## src/rtl/core/bfsa_pkg.sv

```systemverilog
// Shared types and constants for the best-fit segment allocator.
package bfsa_pkg;

    localparam int MAX_SEG   = 64;
    localparam int IDX_W     = $clog2(MAX_SEG);
    localparam int CNT_W     = $clog2(MAX_SEG + 1);
    localparam int OWN_W     = 8;
    localparam int LEN_W     = 16;
    localparam int IN_DATA_W = 24;
    localparam int OUT_DATA_W = 24;
    localparam logic [LEN_W-1:0] TOTAL_RST = 16'd1024;

    localparam logic [1:0] ST_OK    = 2'd0;
    localparam logic [1:0] ST_OWNER = 2'd1;
    localparam logic [1:0] ST_NOFIT = 2'd2;

    localparam logic FN_ALLOC   = 1'b0;
    localparam logic FN_RELEASE = 1'b1;

    typedef struct packed {
        logic [OWN_W-1:0] owner;
        logic             used;
        logic [LEN_W-1:0] len;
        logic [LEN_W-1:0] start;
    } t_seg;

    localparam int SEG_W = $bits(t_seg);

endpackage

```

## src/rtl/core/bfsa_ram.sv

```systemverilog
// Simple dual-port RAM: one write port, one read port with registered data.
module bfsa_ram #(
    parameter int DATA_W = 8,
    parameter int DEPTH  = 64,
    parameter int ADDR_W = $clog2(DEPTH)
) (
    input  logic              i_clk,
    input  logic              i_we,
    input  logic [ADDR_W-1:0] i_waddr,
    input  logic [DATA_W-1:0] i_wdata,
    input  logic [ADDR_W-1:0] i_raddr,
    output logic [DATA_W-1:0] o_rdata
);

    logic [DATA_W-1:0] r_mem [DEPTH];
    logic [DATA_W-1:0] r_rdata;

    always_ff @(posedge i_clk) begin
        if (i_we) begin
            r_mem[i_waddr] <= i_wdata;
        end
        r_rdata <= r_mem[i_raddr];
    end

    assign o_rdata = r_rdata;

endmodule

```

## src/rtl/core/best_fit_segment_allocator.sv

```systemverilog
// Top level: segment table sequencer around one segment RAM.
//
//  channel   | direction | contents
//  s_axis    | in        | tuser: func; tdata: owner_id, request_size
//  m_axis    | out       | tdata: status, block_start
//  cfg       | in        | total_size write, reinitializes the table
//
// Each request scans the table through the RAM read port, one entry a cycle,
// then decides in S_DEC. A split shifts the entries above the chosen one up, a
// merge shifts the entries above it down, one entry a cycle; S_WR1 writes the
// allocated entry and, on a split, S_WR2 the leftover free entry, while on release
// S_RWR writes the merged entry before the shift. S_DONE loads the result, then the
// sequencer returns to idle. After reset or a total_size write S_INIT rebuilds
// entry 0; no request is taken then. A result waits in the output register while
// the next runs; a later result stalls until that register drains.
module best_fit_segment_allocator (
    input  logic                             i_clk,
    input  logic                             i_rst_n,
    input  logic                             i_cfg_we,
    input  logic [bfsa_pkg::LEN_W-1:0]       i_cfg_wdata,
    input  logic                             s_axis_tvalid,
    output logic                             s_axis_tready,
    input  logic [bfsa_pkg::IN_DATA_W-1:0]   s_axis_tdata,  // owner_id[7:0], request_size[23:8]
    input  logic                             s_axis_tuser,  // func
    output logic                             m_axis_tvalid,
    input  logic                             m_axis_tready,
    output logic [bfsa_pkg::OUT_DATA_W-1:0]  m_axis_tdata   // status[1:0], block_start[17:2]
);
    import bfsa_pkg::*;

    typedef enum logic [3:0] {
        S_INIT, S_IDLE, S_SCAN, S_DEC, S_SHUP, S_WR1, S_WR2, S_RWR, S_SHDN, S_DONE
    } t_state;

    t_state           r_state;
    logic [LEN_W-1:0] r_total;
    logic [CNT_W-1:0] r_count;
    logic             r_func;
    logic [OWN_W-1:0] r_owner;
    logic [LEN_W-1:0] r_size;

    logic [CNT_W-1:0] r_ptr;
    logic             r_pv;
    logic [IDX_W-1:0] r_pidx;

    logic             r_fnd;
    logic [IDX_W-1:0] r_fidx;
    t_seg             r_fent;
    t_seg             r_prev;
    t_seg             r_last;
    t_seg             r_next;
    logic             r_nxt_pend;
    logic             r_has_next;

    logic             r_bv;
    logic [IDX_W-1:0] r_bidx;
    logic [LEN_W-1:0] r_bleft;
    logic [LEN_W-1:0] r_bstart;
    logic             r_split;

    logic [IDX_W-1:0] r_wa;
    t_seg             r_wd;
    logic [1:0]       r_k;

    logic [1:0]       r_res_status;
    logic [LEN_W-1:0] r_res_start;

    logic             r_m_valid;
    logic [1:0]       r_m_status;
    logic [LEN_W-1:0] r_m_start;

    logic             ram_we;
    logic [IDX_W-1:0] ram_waddr;
    t_seg             ram_wdata;
    logic [SEG_W-1:0] ram_q;
    t_seg             q;
    logic [LEN_W-1:0] w_left;
    logic             w_pf;
    logic             w_nf;

    assign q      = t_seg'(ram_q);
    assign w_left = q.len - r_size;
    assign w_pf   = (r_fidx != '0) && !r_prev.used;
    assign w_nf   = r_has_next && !r_next.used;

    bfsa_ram #(
        .DATA_W (SEG_W),
        .DEPTH  (MAX_SEG)
    ) u_ram (
        .i_clk   (i_clk),
        .i_we    (ram_we),
        .i_waddr (ram_waddr),
        .i_wdata (ram_wdata),
        .i_raddr (r_ptr[IDX_W-1:0]),
        .o_rdata (ram_q)
    );

    always_comb begin
        ram_we    = 1'b0;
        ram_waddr = r_wa;
        ram_wdata = r_wd;
        unique case (r_state)
            S_INIT: begin
                ram_we          = 1'b1;
                ram_waddr       = '0;
                ram_wdata       = '0;
                ram_wdata.len   = r_total;
            end
            S_SHUP: begin
                ram_we    = r_pv;
                ram_waddr = r_pidx + IDX_W'(1);
                ram_wdata = q;
            end
            S_WR1: begin
                ram_we          = 1'b1;
                ram_waddr       = r_bidx;
                ram_wdata.start = r_bstart;
                ram_wdata.len   = r_size;
                ram_wdata.used  = 1'b1;
                ram_wdata.owner = r_owner;
            end
            S_WR2: begin
                ram_we          = 1'b1;
                ram_waddr       = r_bidx + IDX_W'(1);
                ram_wdata.start = r_bstart + r_size;
                ram_wdata.len   = r_bleft;
                ram_wdata.used  = 1'b0;
                ram_wdata.owner = '0;
            end
            S_RWR: begin
                ram_we = 1'b1;
            end
            S_SHDN: begin
                ram_we    = r_pv;
                ram_waddr = r_pidx - IDX_W'(r_k);
                ram_wdata = q;
            end
            default: ;
        endcase
    end

    assign s_axis_tready = (r_state == S_IDLE);
    assign m_axis_tvalid = r_m_valid;
    assign m_axis_tdata  = {6'b0, r_m_start, r_m_status};

    always_ff @(posedge i_clk) begin
        if (!i_rst_n) begin
            r_state   <= S_INIT;
            r_total   <= TOTAL_RST;
            r_count   <= CNT_W'(1);
            r_m_valid <= 1'b0;
            r_pv      <= 1'b0;
        end else if (i_cfg_we) begin
            r_total <= i_cfg_wdata;
            r_state <= S_INIT;
            r_pv    <= 1'b0;
            if (m_axis_tready) begin
                r_m_valid <= 1'b0;
            end
        end else begin
            if (m_axis_tready) begin
                r_m_valid <= 1'b0;
            end
            unique case (r_state)
                S_INIT: begin
                    r_count <= CNT_W'(1);
                    r_state <= S_IDLE;
                end
                S_IDLE: begin
                    if (s_axis_tvalid) begin
                        r_func     <= s_axis_tuser;
                        r_owner    <= s_axis_tdata[OWN_W-1:0];
                        r_size     <= s_axis_tdata[OWN_W +: LEN_W];
                        r_ptr      <= '0;
                        r_pv       <= 1'b0;
                        r_fnd      <= 1'b0;
                        r_nxt_pend <= 1'b0;
                        r_has_next <= 1'b0;
                        r_bv       <= 1'b0;
                        r_state    <= S_SCAN;
                    end
                end
                S_SCAN: begin
                    if (r_pv) begin
                        r_last <= q;
                        if (r_nxt_pend) begin
                            r_next     <= q;
                            r_has_next <= 1'b1;
                            r_nxt_pend <= 1'b0;
                        end
                        if (q.used && q.owner == r_owner && !r_fnd) begin
                            r_fnd      <= 1'b1;
                            r_fidx     <= r_pidx;
                            r_fent     <= q;
                            r_prev     <= r_last;
                            r_nxt_pend <= 1'b1;
                        end
                        if (!q.used && q.len >= r_size && (!r_bv || w_left < r_bleft)) begin
                            r_bv     <= 1'b1;
                            r_bidx   <= r_pidx;
                            r_bleft  <= w_left;
                            r_bstart <= q.start;
                        end
                    end
                    if (r_ptr < r_count) begin
                        r_pv   <= 1'b1;
                        r_pidx <= r_ptr[IDX_W-1:0];
                        r_ptr  <= r_ptr + CNT_W'(1);
                    end else begin
                        r_pv <= 1'b0;
                        if (!r_pv) begin
                            r_state <= S_DEC;
                        end
                    end
                end
                S_DEC: begin
                    r_res_status <= ST_OK;
                    r_res_start  <= '0;
                    r_pv         <= 1'b0;
                    if (r_func == FN_ALLOC) begin
                        if (r_fnd) begin
                            r_res_status <= ST_OWNER;
                            r_state      <= S_DONE;
                        end else if (r_size == '0 || !r_bv) begin
                            r_res_status <= ST_NOFIT;
                            r_state      <= S_DONE;
                        end else if (r_bleft != '0 && r_count >= CNT_W'(MAX_SEG)) begin
                            r_res_status <= ST_NOFIT;
                            r_state      <= S_DONE;
                        end else begin
                            r_res_start <= r_bstart;
                            r_split     <= (r_bleft != '0);
                            r_ptr       <= r_count - CNT_W'(1);
                            r_state     <= (r_bleft != '0) ? S_SHUP : S_WR1;
                        end
                    end else begin
                        if (!r_fnd) begin
                            r_res_status <= ST_OWNER;
                            r_state      <= S_DONE;
                        end else begin
                            r_wd.used  <= 1'b0;
                            r_wd.owner <= '0;
                            if (w_pf && w_nf) begin
                                r_wa       <= r_fidx - IDX_W'(1);
                                r_wd.start <= r_prev.start;
                                r_wd.len   <= r_prev.len + r_fent.len + r_next.len;
                                r_ptr      <= CNT_W'(r_fidx) + CNT_W'(2);
                                r_k        <= 2'd2;
                            end else if (w_pf) begin
                                r_wa       <= r_fidx - IDX_W'(1);
                                r_wd.start <= r_prev.start;
                                r_wd.len   <= r_prev.len + r_fent.len;
                                r_ptr      <= CNT_W'(r_fidx) + CNT_W'(1);
                                r_k        <= 2'd1;
                            end else if (w_nf) begin
                                r_wa       <= r_fidx;
                                r_wd.start <= r_fent.start;
                                r_wd.len   <= r_fent.len + r_next.len;
                                r_ptr      <= CNT_W'(r_fidx) + CNT_W'(2);
                                r_k        <= 2'd1;
                            end else begin
                                r_wa       <= r_fidx;
                                r_wd.start <= r_fent.start;
                                r_wd.len   <= r_fent.len;
                                r_ptr      <= r_count;
                                r_k        <= 2'd0;
                            end
                            r_state <= S_RWR;
                        end
                    end
                end
                S_SHUP: begin
                    // move entries above the split point up by one, top first
                    if (r_ptr > CNT_W'(r_bidx)) begin
                        r_pv   <= 1'b1;
                        r_pidx <= r_ptr[IDX_W-1:0];
                        r_ptr  <= r_ptr - CNT_W'(1);
                    end else begin
                        r_pv <= 1'b0;
                        if (!r_pv) begin
                            r_state <= S_WR1;
                        end
                    end
                end
                S_WR1: begin
                    r_state <= r_split ? S_WR2 : S_DONE;
                end
                S_WR2: begin
                    r_count <= r_count + CNT_W'(1);
                    r_state <= S_DONE;
                end
                S_RWR: begin
                    r_state <= S_SHDN;
                end
                S_SHDN: begin
                    // close the gap left by merged entries, bottom first
                    if (r_ptr < r_count) begin
                        r_pv   <= 1'b1;
                        r_pidx <= r_ptr[IDX_W-1:0];
                        r_ptr  <= r_ptr + CNT_W'(1);
                    end else begin
                        r_pv <= 1'b0;
                        if (!r_pv) begin
                            r_count <= r_count - CNT_W'(r_k);
                            r_state <= S_DONE;
                        end
                    end
                end
                S_DONE: begin
                    if (!r_m_valid || m_axis_tready) begin
                        r_m_valid  <= 1'b1;
                        r_m_status <= r_res_status;
                        r_m_start  <= r_res_start;
                        r_state    <= S_IDLE;
                    end
                end
                default: r_state <= S_INIT;
            endcase
        end
    end

endmodule

```

## config.mk

```make
export PLATFORM = sky130hd
export DESIGN_NAME = best_fit_segment_allocator
export DESIGN_NICKNAME = d
export VERILOG_FILES = /design/src/rtl/core/bfsa_pkg.sv /design/src/rtl/core/bfsa_ram.sv /design/src/rtl/core/best_fit_segment_allocator.sv
export SDC_FILE = /design/constraint.sdc
export NUM_CORES = 2
export LEC_CHECK = 0
export BUFFER_PORTS_ARGS = -buffer_cell sky130_fd_sc_hd__buf_2
export CAP_MARGIN = 20
export CORE_MARGIN = 2
export CORE_UTILIZATION = 32
export DETAILED_ROUTE_END_ITERATION = 10
export PLACE_DENSITY_LB_ADDON = 0.1
export SLEW_MARGIN = 20
export SYNTH_ARGS = -nofsm -noshare
export SYNTH_HDL_FRONTEND = slang
export SYNTH_SLANG_ARGS = --single-unit
export TNS_END_PERCENT = 5
```

## constraint.sdc

```tcl
create_clock -name i_clk -period 6 [get_ports i_clk]
set_clock_uncertainty 0.2 [all_clocks]
set_input_delay 0.9 -clock i_clk [delete_from_list [all_inputs] [get_ports i_clk]]
set_output_delay 0.9 -clock i_clk [all_outputs]
set_load 0.02 [all_outputs]
```

Yosys cells after proc, flatten, opt, wreduce, memory -nomap -nowiden

Memories as Yosys holds them, arrays and structs flattened. A register that Yosys moved wholly into a read port is not among the register bits.
Index checks and enable logic that the tools add are counted.

Memories: 1
Input port bits: 46
Flip-flop bits (word level): 307
Output and inout bits: 26
RAM bits: 2,624

Memory list:

| name        | words | bits a word | read ports | clocked after Yosys merged registers in | write ports | RTL line       | text |
|---|---|---|---|---|---|---|---|
| u_ram.r_mem | 64    | 41          | 1          | 1                                       | 1           | bfsa_ram.sv:15 | `logic [DATA_W-1:0] r_mem [DEPTH];` |

Reductions and logical operators: 48
$lt $le $gt $ge: 5
Bitwise logic cells: 6
Eq/ne operators: 28
$add $sub $neg: 16
Multiplexer cells: 71

Operator list:

| operator                                                               | number |
|---|---|
| 41-bit one-hot mux with 4 select lines                                 | 1 |
| 32-bit two-way mux                                                     | 3 |
| 7-bit two-way mux                                                      | 13 |
| 16-bit adder                                                           | 4 |
| 4-bit two-way mux                                                      | 14 |
| 4-bit one-hot mux with 10 select lines                                 | 1 |
| 6-bit one-hot mux with 5 select lines                                  | 1 |
| 5-bit AND reduction                                                    | 6 |
| 7-bit one-hot mux with 4 select lines                                  | 1 |
| 2-bit inequality test (second input constant)                          | 13 |
| 6-bit two-way mux                                                      | 4 |
| 1-bit two-way mux                                                      | 21 |
| 7-bit one-hot mux with 3 select lines                                  | 1 |
| 6-bit AND reduction                                                    | 3 |
| 4-bit by 3-bit equality test with 1-bit output (second input constant) | 4 |
| 16-bit greater-or-equal comparator                                     | 1 |
| 16-bit logical NOT                                                     | 1 |
| 16-bit < comparator                                                    | 1 |
| 4-bit AND reduction                                                    | 4 |
| 16-bit nonzero test                                                    | 1 |
| 16-bit subtractor                                                      | 1 |
| 7-bit by 1-bit adder with 7-bit output (second input constant)         | 2 |
| 7-bit by 1-bit subtractor with 7-bit output (second input constant)    | 2 |
| 6-bit by 1-bit adder with 6-bit output (second input constant)         | 2 |
| other kinds (34)                                                       | 69 |

Longest topological paths before layout

Depth after elaboration: 8
Gate-level depth with buffers: 20
Mapped depth without buffers: 20

Hierarchy

Synthesis repeated with hierarchy kept, for this count alone.

Cell total of the unflattened synthesis: 5,775
Area total of the unflattened synthesis: 117,685.4 um^2

By module, submodules not included:

| module                     | cells each | area each (um^2) | sequential area each (um^2) | instances |
|---|---|---|---|---|
| bfsa_ram                   | 4,216      | 100,405.0        | 79,616.4                    | 1 |
| best_fit_segment_allocator | 1,559      | 17,280.3         | 8,928.6                     | 1 |

Least setup slack after synthesis

No wires, ideal clock.

Path kind: reg2reg
Start point: register r_size[0]
End point: register r_bidx[0], enable pin
Stages on the path, launching flop included: 20
Data arrival time: 5.046 ns
Path buffers: 0
Data required time: 5.367 ns
Clock period less this slack: 5.679 ns
Setup time: 0.433 ns
Setup slack: 0.321 ns
Cell sequence: edfxtp_1 -> ha_1 -> inv_1 -> fa_1 -> a21o_1 -> a21oi_1 -> o21bai_1 -> a21oi_1 -> o21bai_1 -> a211o_1 -> a31o_2 -> a21oi_1 -> xnor2_1 -> ha_1 -> nor2b_1 -> o21ai_0 -> nand2b_1 -> a211oi_1 -> nand3_1 -> nor2_1

Word-level cells in the longest chain between the ends: 5
Elaborated cells on any way between the ends: 7

Ends and longest elaborated chain:

| element                              | RTL line                          | text |
|---|---|---|
| from (decl)                          | best_fit_segment_allocator.sv:40  | `logic [LEN_W-1:0] r_size;` |
| from (signal assigned)               | best_fit_segment_allocator.sv:173 | `r_size <= s_axis_tdata[OWN_W +: LEN_W];` |
| 16-bit subtractor                    | best_fit_segment_allocator.sv:82  | `assign w_left = q.len - r_size;` |
| net w_left[14]                       | best_fit_segment_allocator.sv:77  | `logic [LEN_W-1:0] w_left;` |
| 16-bit < comparator                  | best_fit_segment_allocator.sv:198 | `if (!q.used && q.len >= r_size && (!r_bv \|\| w_left < r_bleft)) begin` |
| 1-bit logical OR                     | best_fit_segment_allocator.sv:198 |  |
| 1-bit logical AND                    | best_fit_segment_allocator.sv:198 |  |
| 5-bit AND reduction (no source line) | --                                |  |
| to (signal assigned)                 | best_fit_segment_allocator.sv:200 | `r_bidx <= r_pidx;` |
| to (decl)                            | best_fit_segment_allocator.sv:56  | `logic [IDX_W-1:0] r_bidx;` |

The timed path passes the listed nets, and every way through them passes these cells.
A chain may end at the register's enable or synchronous reset.

Worst setup path after layout

Start point: register r_state[2]
End point: memory u_ram.r_mem[3][31] in the netlist's numbering, enable pin

Word-level cells in the longest chain between the ends: 5
Elaborated cells on any way between the ends: 12

Ends and longest elaborated chain:

| element                                                                          | RTL line                          | text |
|---|---|---|
| from (decl)                                                                      | best_fit_segment_allocator.sv:35  | `t_state r_state;` |
| from (signal assigned)                                                           | best_fit_segment_allocator.sv:234 | `r_state <= (r_bleft != '0) ? S_SHUP : S_WR1;` |
| from (signal assigned)                                                           | best_fit_segment_allocator.sv:286 | `r_state <= r_split ? S_WR2 : S_DONE;` |
| 4-bit by 3-bit equality test with 1-bit output, or another cell as far along     | best_fit_segment_allocator.sv:102 | `unique case (r_state)` |
| 4-bit OR reduction (no source line) / 2-bit OR reduction (equally long branches) | --                                |  |
| 1-bit one-hot mux with 2 select lines                                            | best_fit_segment_allocator.sv:102 |  |
| 1-bit two-way mux                                                                | bfsa_ram.sv:19                    | `if (i_we) begin` |
| 1-bit two-way mux (implied by the code)                                          | bfsa_ram.sv:20                    | `r_mem[i_waddr] <= i_wdata;` |
| to (decl)                                                                        | bfsa_ram.sv:15                    |  |

Several ways; a longest one is shown, not always the timed one.

==> impl_metrics.yaml <==
setup_path:
  critical-path-max-stage-delay_ns: 0.52
  cp-start-kind: "flop"
  critPathTopFamily: "simple AND/OR/NAND/NOR gates"
  cp.buffers_inverters: 5
  path_cells: "nor3_2, nand2_1, inv_2, buf_4, nand2b_1, inv_1, ha_1, nor2b_1, o21ai_1, a21boi_1, o21ai_1, nor3b_1, or3b_1, a31oi_2, nand2b_2, buf_4, nor2_4, buf_12"
  arrival_ns: 5.81
  crit_slowest_cell: "nor2_4"
  crit_path_end_kind: "flop"
  worstPathRequired_ns: 6.38
  cp_max_fo: 27
  crit_type: "flop to flop"
floorplanning:
  die_area_sq_um: 372000
  die-height_um: 610
  row_count: 222
  start_util_pct: 32.1
  core_sq_um: 366000
  ios: 72
  die_x_um: 610
final_layout:
  final_cells: 11000
  final_nets: 6056
  multi_input_area_sq_um: 28600
  fillCellCount: 32900
  syn_to_final_growth_pct: 17.6
  seqCellArea_sq_um: 88500
  drive_gt1_share_pct: 29.8
synth:
  synthAdderAreaFrac_pct: 1.53
  yosys.cell_types.count: 71
  synth_seq_area_share_pct: 75.3
  yosys.area_share.simple_pct: 2.14
  synth_xor_area_share_pct: 0.693
  netlist_instances: 5409
  ys_seq_elements: 2972
  synth_top_family_by_area: "multiplexers"
  synth.cell_area_sq_um: 118000
  yosysWarnings: 0
  synth_ff_type: "edfxtp_1"
  synth_area_per_cell_sq_um: 21.7
  async_flop_share_pct: 0
  synth-edff-count: 2902
  synth.area.mux_share_pct: 16.8
  synth_compound_area_share_pct: 2.26
sta:
  hold_viol: 0
  tns_ns: 0
  tightestPinTransition_ns: 1.16
  worst_slack_ns: 0.567
  setup_viol: 0
  min_period_ns: 5.43
  slew_headroom_pct: 22.4
  fmax_ghz: 0.184
  slew_violations: 0
  rsz0062_at_grt: "no"
  period_share_pct: 90.6
routing:
  routed_via_density: 5.20
  drt-initial-drc-count: 5824
  wl_per_cell_um: 31.9
  drc: 0
  vias: 57100
  drt_wl_total_um: 351000
  first_pass_iters: 8
  ant_nets: 0
clocking:
  cts_buffer_depth: 4
  cts_sinks: 2972
  path_clk_slew_ns: 0.06
  clkLatencyLatePin_ns: 0.93
  htree_num_levels: 5
  cts_tree: "done"
  cts_buffers: 338
  root_buffer: "clkbuf_16"
grt:
  antenna_found_initial: 39
  grt_max_degree: 74
  grt_pass1_vias: 58800
  grt_overflow: 0
  grt_pass1_wl_um: 488000
  grt_use_total_pct: 18.7
flow_run:
  maxCapViolCount: 0
hold_path:
  hp-class: "primary input to flop"
outcome:
  status: "finished clean"
placement:
  pre_cts_ws_ns: 0.250
  portBuffers: 65
  routabilityCongestion: 0.789
  dp_cells: 10300
  dp_hpwl_um: 219000
pwr:
  p_leak_nw: 43.1
  p_per_area_nw_per_um2: 330
  vdd_ir_drop_max_mv: 0.208
-- metrics by stage --
| step | util, % | total power [mW] | area (sq um) | hold slack (ns) |
|---|---|---|---|---|
| CTS | 37.8 | 46.3 | 138000 | 0.000855 |
| floorplan | - | 24.5 | 118000 | 0.200 |
| global placement | 34.7 | 25.5 | 127000 | 0.200 |
| finish | 37.8 | 45.7 | 138000 | 0.0615 |
| detailed placement | 34.7 | 25.5 | 127000 | 0.205 |
| global route | 37.8 | 47.1 | 138000 | 0.0120 |
-- final cells by class --
cell class	instances	share of cell area, %
multi-input cells	2088	20.7
well taps	4816	4.36
diodes	19	0.0344
flip-flops and latches	2972	64.0
clock inverters	186	1.39
clock buffers	431	6.56
inverters	97	0.263
repair buffers	374	2.72
-- Yosys cell counts (36+ instances only) --
master	instances	area [sq um]
edfxtp_1	2902	87100
mux4_2	853	19200
nor2_1	189	709
nand2_1	162	608
clkbuf_1	132	495
ha_1	131	1640
inv_1	95	357
a21oi_1	90	450
dfxtp_1	70	1400
buf_2	68	340
xnor2_1	64	561
o21ai_0	51	255
buf_1	40	150
nor2b_1	36	225
-- cell usage in the layout, fill, tap and decap left out, drive strengths merged, types with 28 or more instances in the layout --
cell type  count
nand2        162
dfxtp         70
a222oi        28
and3          30
clkbuf       431
nand3         31
o21ai         84
clkinv       129
a31oi         29
a21oi         90
buf          349
inv          111
mux4         853
mux2i         32
ha           131
xor2          29
bufinv        34
nor2         191
nor2b         36
xnor2         64
edfxtp      2902
a21o          33
-- kinds of logic (layout without fill, tap and decap cells) --
family	after synthesis	after routing
flip-flops	2972	2972
multiplexers	903	903
AND/OR/NAND/NOR	549	551
AO/OA/AOI/OAI	396	396
buffers and inverters	356	1088
adder cells (fa/ha/maj)	139	139
XOR/XNOR	93	93
other	1	25
-- power by group --
| group | internal [mW] | switching [mW] | total, mW | leakage [nW] |
|---|---|---|---|---|
| clock | 12.2 | 8.46 | 20.6 | 5.37 |
| sequential | 23.2 | 0.0833 | 23.3 | 26.3 |
| combinational | 0.490 | 1.27 | 1.76 | 11.4 |
-- routing by layer --
metal,routed length [um],track usage (%),up-vias
li1,-,-,23800
met1,158000,26.5,31600
met2,171000,30.9,1362
met3,13900,1.98,434
met4,7720,4.17,2
met5,18,0,-
-- path summary, 6_finish.rpt --
check | start | end | slack [ns] | cells after the start
setup / recovery | r_state[2] | u_ram.r_mem[3][31] | 0.57 | 18
hold / removal | s_axis_tdata[5] | r_owner[5] | 0.06 | 1
setup reg to reg | r_state[2] | u_ram.r_mem[3][31] | 0.57 | 18
hold reg to reg | r_res_status[1] | r_m_status[1] | 0.21 | 0
-- registers in the layout (all words and copies together), names as in the netlist, 6 cells and up --
| signal | count |
|---|---|
| r_owner | 8 |
| r_total | 16 |
| r_last | 33 |
| u_ram.r_mem | 2624 |
| r_fidx | 6 |
| r_wa | 6 |
| r_bidx | 6 |
| r_count | 7 |
| r_size | 16 |
| u_ram.o_rdata | 41 |
| r_bleft | 16 |
| r_fent | 32 |
| r_prev | 33 |
| r_m_start | 16 |
| r_wd | 32 |
| r_res_start | 16 |
| r_pidx | 6 |
| r_ptr | 7 |
| r_bstart | 16 |
| r_next | 17 |
-- timing repair --
item | 4_1_cts | 5_1_grt
hold buffers | 25 | 0
resized for setup | 0 | 2
setup endpoints to repair | 0 | 386
endpoints found under the hold margin | 25 | 0
setup buffers | 0 | 0
(Power assumes the default switching activity.)
